<file path="config.mk">
export PLATFORM = sky130hd
export DESIGN_NAME = ptsb_ctrl
export DESIGN_NICKNAME = d
export VERILOG_FILES = /design/src/sv/ptsb_pkg.sv /design/src/sv/ptsb_ctrl.sv
export SDC_FILE = /design/constraint.sdc
export NUM_CORES = 1
export LEC_CHECK = 0
export BUFFER_PORTS_ARGS = -buffer_cell sky130_fd_sc_hd__buf_4
export CAP_MARGIN = 20
export CORE_MARGIN = 2
export CORE_UTILIZATION = 47
export DETAILED_ROUTE_END_ITERATION = 8
export GPL_TIMING_DRIVEN = 0
export PLACE_DENSITY_LB_ADDON = 0.25
export SLEW_MARGIN = 10
export SYNTH_ARGS = -nofsm -noshare
export SYNTH_HDL_FRONTEND = slang
export SYNTH_SLANG_ARGS = --single-unit
</file>
<file path="constraint.sdc">
create_clock -name clock -period 1.9 [get_ports clock]
set_input_delay 0.38 -clock clock [delete_from_list [all_inputs] [get_ports clock]]
set_output_delay 0.38 -clock clock [all_outputs]
set_load 0.02 [all_outputs]
</file>
<file path="src/sv/ptsb_pkg.sv">
// ----------------------------------------------------------------------------
// ptsb_pkg: shared types and constants of the point to scan binner
// Operation codes, CORDIC angle table and controller/datapath command types.
// ----------------------------------------------------------------------------
package ptsb_pkg;

   typedef enum logic [1:0] {
      OP_ADD   = 2'd0,
      OP_READ  = 2'd1,
      OP_CLEAR = 2'd2
   } op_type;

   localparam int CORDIC_STEPS = 24;
   localparam int FRAC_SHIFT   = 24;
   localparam int SQRT_STEPS   = 16;
   localparam int ACC_BITS     = 34;
   localparam int STEP_BITS    = 5;

   localparam logic [14:0] MAX_RANGE_RESET = 15'd3000;
   localparam logic [15:0] FILL_MARGIN     = 16'd1000;
   localparam logic [31:0] HALF_PI_UNITS   = 32'h4000_0000;
   localparam logic [31:0] PI_UNITS        = 32'h8000_0000;

   // atan(2^-i) in units of pi/2^31
   function automatic logic [31:0] atan_units(input logic [STEP_BITS-1:0] i);
      logic [31:0] v;
      case (i)
         5'd0:    v = 32'd536870912;
         5'd1:    v = 32'd316933406;
         5'd2:    v = 32'd167458907;
         5'd3:    v = 32'd85004756;
         5'd4:    v = 32'd42667331;
         5'd5:    v = 32'd21354465;
         5'd6:    v = 32'd10679838;
         5'd7:    v = 32'd5340245;
         5'd8:    v = 32'd2670163;
         5'd9:    v = 32'd1335087;
         5'd10:   v = 32'd667544;
         5'd11:   v = 32'd333772;
         5'd12:   v = 32'd166886;
         5'd13:   v = 32'd83443;
         5'd14:   v = 32'd41722;
         5'd15:   v = 32'd20861;
         5'd16:   v = 32'd10430;
         5'd17:   v = 32'd5215;
         5'd18:   v = 32'd2608;
         5'd19:   v = 32'd1304;
         5'd20:   v = 32'd652;
         5'd21:   v = 32'd326;
         5'd22:   v = 32'd163;
         5'd23:   v = 32'd81;
         default: v = 32'd0;
      endcase
      return v;
   endfunction

   typedef struct packed {
      logic load;
      logic cordic_step;
      logic bin_calc;
      logic mem_read;
      logic update;
      logic clear_write;
      logic sqrt_init;
      logic sqrt_step;
      logic rsp_load;
      logic cfg_write;
   } cmd_type;

   typedef struct packed {
      logic drop;
      logic rsp_busy;
   } sts_type;

endpackage

</file>
<file path="src/sv/ptsb_ctrl.sv">
// ----------------------------------------------------------------------------
// ptsb_ctrl: sequencer of the point to scan binner
// One-hot state machine and step counter driving the datapath.
// ----------------------------------------------------------------------------
module ptsb_ctrl
   import ptsb_pkg::*;
#(
   parameter int BIN_COUNT = 360,
   parameter int BIN_BITS  = 9
) (
   input  logic                clock,
   input  logic                reset,
   input  logic                req_valid,
   output logic                req_ready,
   input  logic [1:0]          req_operation,
   input  logic                csr_valid,
   output logic                csr_ready,
   input  sts_type             sts,
   output cmd_type             cmd,
   output logic [STEP_BITS-1:0] step,
   output logic [BIN_BITS-1:0] clear_addr
);

   localparam int CNT_BITS = (BIN_BITS > STEP_BITS) ? BIN_BITS : STEP_BITS;
   localparam logic [CNT_BITS-1:0] CNT_LAST_BIN = CNT_BITS'(BIN_COUNT - 1);
   localparam logic [CNT_BITS-1:0] CNT_LAST_CORDIC = CNT_BITS'(CORDIC_STEPS - 1);
   localparam logic [CNT_BITS-1:0] CNT_LAST_SQRT = CNT_BITS'(SQRT_STEPS - 1);

   typedef enum logic [9:0] {
      ST_CLEAR   = 10'b00_0000_0001,
      ST_IDLE    = 10'b00_0000_0010,
      ST_CORDIC  = 10'b00_0000_0100,
      ST_BIN     = 10'b00_0000_1000,
      ST_READ    = 10'b00_0001_0000,
      ST_UPDATE  = 10'b00_0010_0000,
      ST_SQRT_RD = 10'b00_0100_0000,
      ST_SQRT_LD = 10'b00_1000_0000,
      ST_SQRT    = 10'b01_0000_0000,
      ST_RESP    = 10'b10_0000_0000
   } state_type;

   state_type state_ff, state_in;
   logic [CNT_BITS-1:0] count_ff, count_in;
   logic accept;

   assign req_ready  = (state_ff == ST_IDLE);
   assign csr_ready  = (state_ff != ST_CLEAR);
   assign accept     = req_valid && req_ready;
   assign step       = count_ff[STEP_BITS-1:0];
   assign clear_addr = count_ff[BIN_BITS-1:0];

   always_comb begin
      state_in = state_ff;
      count_in = count_ff;
      cmd      = '0;
      cmd.cfg_write = csr_valid && csr_ready;
      case (state_ff)
         ST_CLEAR: begin
            cmd.clear_write = 1'b1;
            if (count_ff == CNT_LAST_BIN) begin
               state_in = ST_IDLE;
               count_in = '0;
            end else begin
               count_in = count_ff + 1'b1;
            end
         end
         ST_IDLE: begin
            count_in = '0;
            if (accept) begin
               cmd.load = 1'b1;
               case (op_type'(req_operation))
                  OP_ADD:   if (!sts.drop) state_in = ST_CORDIC;
                  OP_READ:  state_in = ST_SQRT_RD;
                  OP_CLEAR: state_in = ST_CLEAR;
                  default:  state_in = ST_IDLE;
               endcase
            end
         end
         ST_CORDIC: begin
            cmd.cordic_step = 1'b1;
            if (count_ff == CNT_LAST_CORDIC) begin
               state_in = ST_BIN;
               count_in = '0;
            end else begin
               count_in = count_ff + 1'b1;
            end
         end
         ST_BIN: begin
            cmd.bin_calc = 1'b1;
            state_in = ST_READ;
         end
         ST_READ: begin
            cmd.mem_read = 1'b1;
            state_in = ST_UPDATE;
         end
         ST_UPDATE: begin
            cmd.update = 1'b1;
            state_in = ST_IDLE;
         end
         ST_SQRT_RD: begin
            cmd.mem_read = 1'b1;
            state_in = ST_SQRT_LD;
         end
         ST_SQRT_LD: begin
            cmd.sqrt_init = 1'b1;
            count_in = '0;
            state_in = ST_SQRT;
         end
         ST_SQRT: begin
            cmd.sqrt_step = 1'b1;
            if (count_ff == CNT_LAST_SQRT) begin
               state_in = ST_RESP;
               count_in = '0;
            end else begin
               count_in = count_ff + 1'b1;
            end
         end
         ST_RESP: begin
            if (!sts.rsp_busy) begin
               cmd.rsp_load = 1'b1;
               state_in = ST_IDLE;
            end
         end
         default: begin
            state_in = ST_CLEAR;
            count_in = '0;
         end
      endcase
   end

   always_ff @(posedge clock) begin
      if (reset) begin
         state_ff <= ST_CLEAR;
         count_ff <= '0;
      end else begin
         state_ff <= state_in;
         count_ff <= count_in;
      end
   end

endmodule

</file>
; Word-level counts from Yosys, hierarchy flattened
; Index checks and enable logic that the tools add are counted.
[word_totals]
inputBits = 8
ff_bits = 19
out_inout_bits = 26
[classes]
n_addsub = 1
reduce_logical = 6
n_eq_ne = 22
mux = 23
[op_table]
columns = op, count
row1 = $pmux 10 s10, 1
row2 = $mux 10, 6
row3 = $pmux 9 s4, 1
row4 = $pmux 10 s3, 1
row5 = $mux 9, 3
row6 = $mux 1, 11
row7 = $eq 10x1->1 const B, 1
row8 = $eq 10x10->1 const B, 1
row9 = $eq 10x2->1 const B, 1
row10 = $eq 10x3->1 const B, 1
row11 = $eq 10x4->1 const B, 1
row12 = $eq 10x5->1 const B, 1
row13 = $eq 10x6->1 const B, 1
row14 = $eq 10x7->1 const B, 1
row15 = $eq 10x8->1 const B, 1
row16 = $eq 10x9->1 const B, 1
row17 = $ne 10x1->1 const B, 1
row18 = $add 9x1->9 const B, 1
row19 = $eq 9x4->1 const B, 1
row20 = $eq 9x5->1 const B, 1
row21 = $eq 9x9->1 const B, 1
row22 = $ne 2x2->1 const B, 4
row23 = $reduce_and 6->1, 1
row24 = $reduce_or 5->1, 1
row25 = 7 further kinds, 8

; Depth between registers and ports, before layout
[depth]
ltp_word = 4
depth_mapped = 7
ltp_nobuf = 6

; Worst setup path before layout
; No wires, ideal clock.
[synth_path]
kind = register to register
from = reg state_ff[4]
to = reg count_ff[2], in the netlist clear_addr[2]
stages_incl_launch_ff = 7
setup_slack_ns = -0.288
synth_period_minus_slack_ns = 2.188
t_arrival_ns = 2.128
path_cell_list = dfxtp_1 buf_6 or4_4 nor4b_4 nand2_4 a2111oi_2 a221o_1
[synth_between]
elab_chain_len = 3
elab_cells_between_ends = 10
[synth_lines]
columns = item, line
row1 = from (decl), ptsb_ctrl.sv:42  ; state_type state_ff, state_in;
row2 = from (signal assigned), ptsb_ctrl.sv:136  ; state_ff <= state_in;
row3 = "$eq 10x10->1, or another cell as far along", ptsb_ctrl.sv:57  ; case (state_ff)
row4 = $reduce_or 5->1 (no line), --
row5 = $pmux 9 s4, ptsb_ctrl.sv:57
row6 = to (signal assigned), ptsb_ctrl.sv:137  ; count_ff <= count_in;
row7 = to (decl), ptsb_ctrl.sv:43  ; logic [CNT_BITS-1:0] count_ff, count_in;
; Several ways; a longest one is shown, not always the timed one.
; A chain may end at the register's enable or synchronous reset.

==> qor.yml <==
status: "complete, but fails checks"
violations: "setup timing"
num_rows: 19
cts_tree: "yes"
synth_seq_cells: 19
grt_pass1_wl_um: 6440
synth-async-reset-ratio: 0
regArea_um2: 405
antenna_found_initial: 0
core_um2: 2730
fin_crit_sh: 1.17
worstMarginPinSlew_ns: 0.666
gp_congestion: 0.943
track_usage: 0.248
final-setup-viol-count: 30
clkLatencyLatePin_ns: 0.30
synth_area_per_cell_um2: 8.64
worstPathRequired_ns: 1.52
first_iter_violations: 83
end_kind: "primary output"
grt_overflow: 0
reg2reg_to: "clear_addr[3]"
r2r_setup_slack_ns: -0.25
fin_worst_skew_ns: 0.00909
crit_arrival_ns: 1.85
synth_area_leaders: "dfxtp_1 (28%), a221o_1 (5.2%), nand2_1 (3.9%), nor3_1 (3.7%), buf_4 (3.4%)"
wl_per_cell_um: 17.7
setup_ws_ns: -0.328
holdPathEnd: "state_ff[9]"
ys_seq_area_frac: 0.284
dr.pass1.iters: 6
path_clk_slew_ns: 0.12
die-area_um2: 3290
multi_input_area_um2: 1020
ant_nets: 0
numCtsBuffers: 3
dr_total_vias: 1495
path_class: "flop to primary output"
cp_max_fo: 10
die_y_um: 57.4
worstHoldPathCells: 3
num_io_pins: 34
insertedDiodeCount: 0
relSlewSlack: 0.556
cap_violations: 0
grt_max_degree: 11
synth-edff-count: 0
min_period_ns: 2.23
area_growth_pct: 51.0
yosysTopAreaCellShare: 0.284
fill_cells: 192
synthFlopType: "dfxtp_1"
cts_hold_buf: 0
hold_viol_final: 0
synth.cell_area_um2: 1340
htree_levels: 1
hpwl_um: 2580
syn_nets: 164
p_leak_nw: 0.804
start_util: 0.490
drive_gt1_frac: 0.534
max-clock-path-buffers: 2
power_per_cell_area_nw_per_um2: 505
grt_pass1_vias: 1354
rr_worst_depth: 7
rsz0062_at_grt: "yes"
drc: 0
die_x_um: 57.4
startpoint_type: "flop"
reg2reg_from: "state_ff[7]"
syn_inst: 155
ys_warn_count: 0
fin_nets: 218
io_buffers: 33
place_ws_ns: -0.394
synth_cell_types: 50
slew_viol_final: 0
drt-vias-per-instance: 6.26
cts_sinks: 19
synth_largest_area_cell: "dfxtp_1"
finalSetupTns_ns: -6.00
drt-total-wl_um: 4230
root_buffer: "clkbuf_4"
min_from: "sts[0]"
vdd_drop_max_mv: 0.478
worstHoldPathType: "primary input to flop"
timing.fmax_mhz: 449
## cell families after synthesis
group / share of synthesized area
AND/OR/NAND/NOR: 0.378
flip-flops: 0.284
buffers and inverters: 0.0822
adder cells (fa/ha/maj): 0.00934
AO/OA/AOI/OAI: 0.221
XOR/XNOR: 0.0262
## worst max path at each step
stage                  start  slack, ns  depth (start not counted)       endpoint
2_1_floorplan    state_ff[4]      -0.29                          6  clear_addr[2]
3_3_place_gp   clear_addr[0]      -0.36                          6  clear_addr[5]
3_5_place_dp   clear_addr[0]      -0.39                          6  clear_addr[8]
4_1_cts          state_ff[6]      -0.28                          4         cmd[9]
5_1_grt          state_ff[7]      -0.36                          4         cmd[2]
6_report         state_ff[7]      -0.33                          4         cmd[2]
## synth_stat cells, types with 2 or more instances
cell       instances
a2111oi_2          2
a211oi_1           5
a21oi_1            5
a221o_1            7
a22oi_1            2
and2_1             2
and3_1             2
and4b_1            3
buf_4              6
buf_6              2
clkbuf_1           5
dfxtp_1           19
inv_1              5
nand2_1           14
nand3_1            7
nand4_1            3
nand4b_1           3
nor2_1             6
nor2b_1            3
nor3_1            10
nor3b_1            2
nor4_1             5
nor4_2             2
o21ai_0            4
or2_2              3
xor2_1             4
## layout by cell type (no fill, tap or decap), types with 3 or more instances in the layout
| master | netlist | layout |
|---|---|---|
| buf_4 | 6 | 49 |
| nand2_1 | 14 | 14 |
| buf_6 | 2 | 12 |
| dfxtp_1 | 19 | 11 |
| nor3_1 | 10 | 7 |
| a221o_1 | 7 | 7 |
| nor2_1 | 6 | 6 |
| nand3_1 | 7 | 6 |
| dfxtp_4 | 0 | 6 |
| a211oi_1 | 5 | 5 |
| nor4_4 | 1 | 4 |
| inv_1 | 5 | 4 |
| xor2_1 | 4 | 4 |
| a21oi_2 | 0 | 4 |
| nor4_2 | 2 | 3 |
| nand4_1 | 3 | 3 |
| nand4b_1 | 3 | 3 |
| or2_2 | 3 | 3 |
| clkbuf_1 | 5 | 3 |
| nor3_2 | 0 | 3 |
| o21ai_0 | 4 | 3 |
| clkbuf_4 | 0 | 3 |
## what timing repair did
item                                    4_1_cts  5_1_grt
resized for setup                            33       24
setup buffers                                15        7
pin swaps                                    10       16
endpoints found under the setup margin       30       31
## power by group
group | switching [mW] | leakage (nW) | internal, mW | total [mW]
sequential | 0.0290 | 0.159 | 0.409 | 0.438
combinational | 0.190 | 0.630 | 0.179 | 0.368
clock | 0.133 | 0.0150 | 0.0818 | 0.215
## routing by layer
layer | track usage | wire (µm) | up-vias
met5 | 0 | 0 | -
met4 | 0.0930 | 73 | 0
met3 | 0.0249 | 230 | 9
met2 | 0.429 | 2220 | 68
met1 | 0.316 | 1700 | 717
li1 | - | - | 701
## through the flow
| stage | instance area [µm²] | power (mW) | utilization | hold slack, ns | instances |
|---|---|---|---|---|---|
| finish | 2020 | 1.02 | 0.740 | 0.361 | 239 |
| global route | 2020 | 1.06 | 0.740 | 0.359 | 239 |
| CTS | 1880 | 0.984 | 0.686 | 0.328 | 233 |
| detailed placement | 1640 | 0.734 | 0.599 | 0.522 | 219 |
| global placement | 1640 | 0.725 | 0.599 | 0.502 | 219 |
| floorplan | 1350 | 0.629 | - | 0.516 | 155 |
## state kept, by name, indices dropped and copies added, names as in the netlist
name and cells:
clear_addr 9, state_ff 10
## critical path: stages (launching register included)
cell and delay (ns):
dfxtp_1 0.45, or4_4 0.50, buf_6 0.15, nor4b_4 0.25
buf_4 0.19
## final cells by class
type / count / area share
buffer: 9 / 0.0316
clock buffer: 4 / 0.0130
multi-input combinational: 117 / 0.506
inverter: 5 / 0.00928
sequential: 19 / 0.200
tap: 31 / 0.0192
timing repair buffer: 54 / 0.221
No activity file was read; power rests on OpenSTA's default activity.
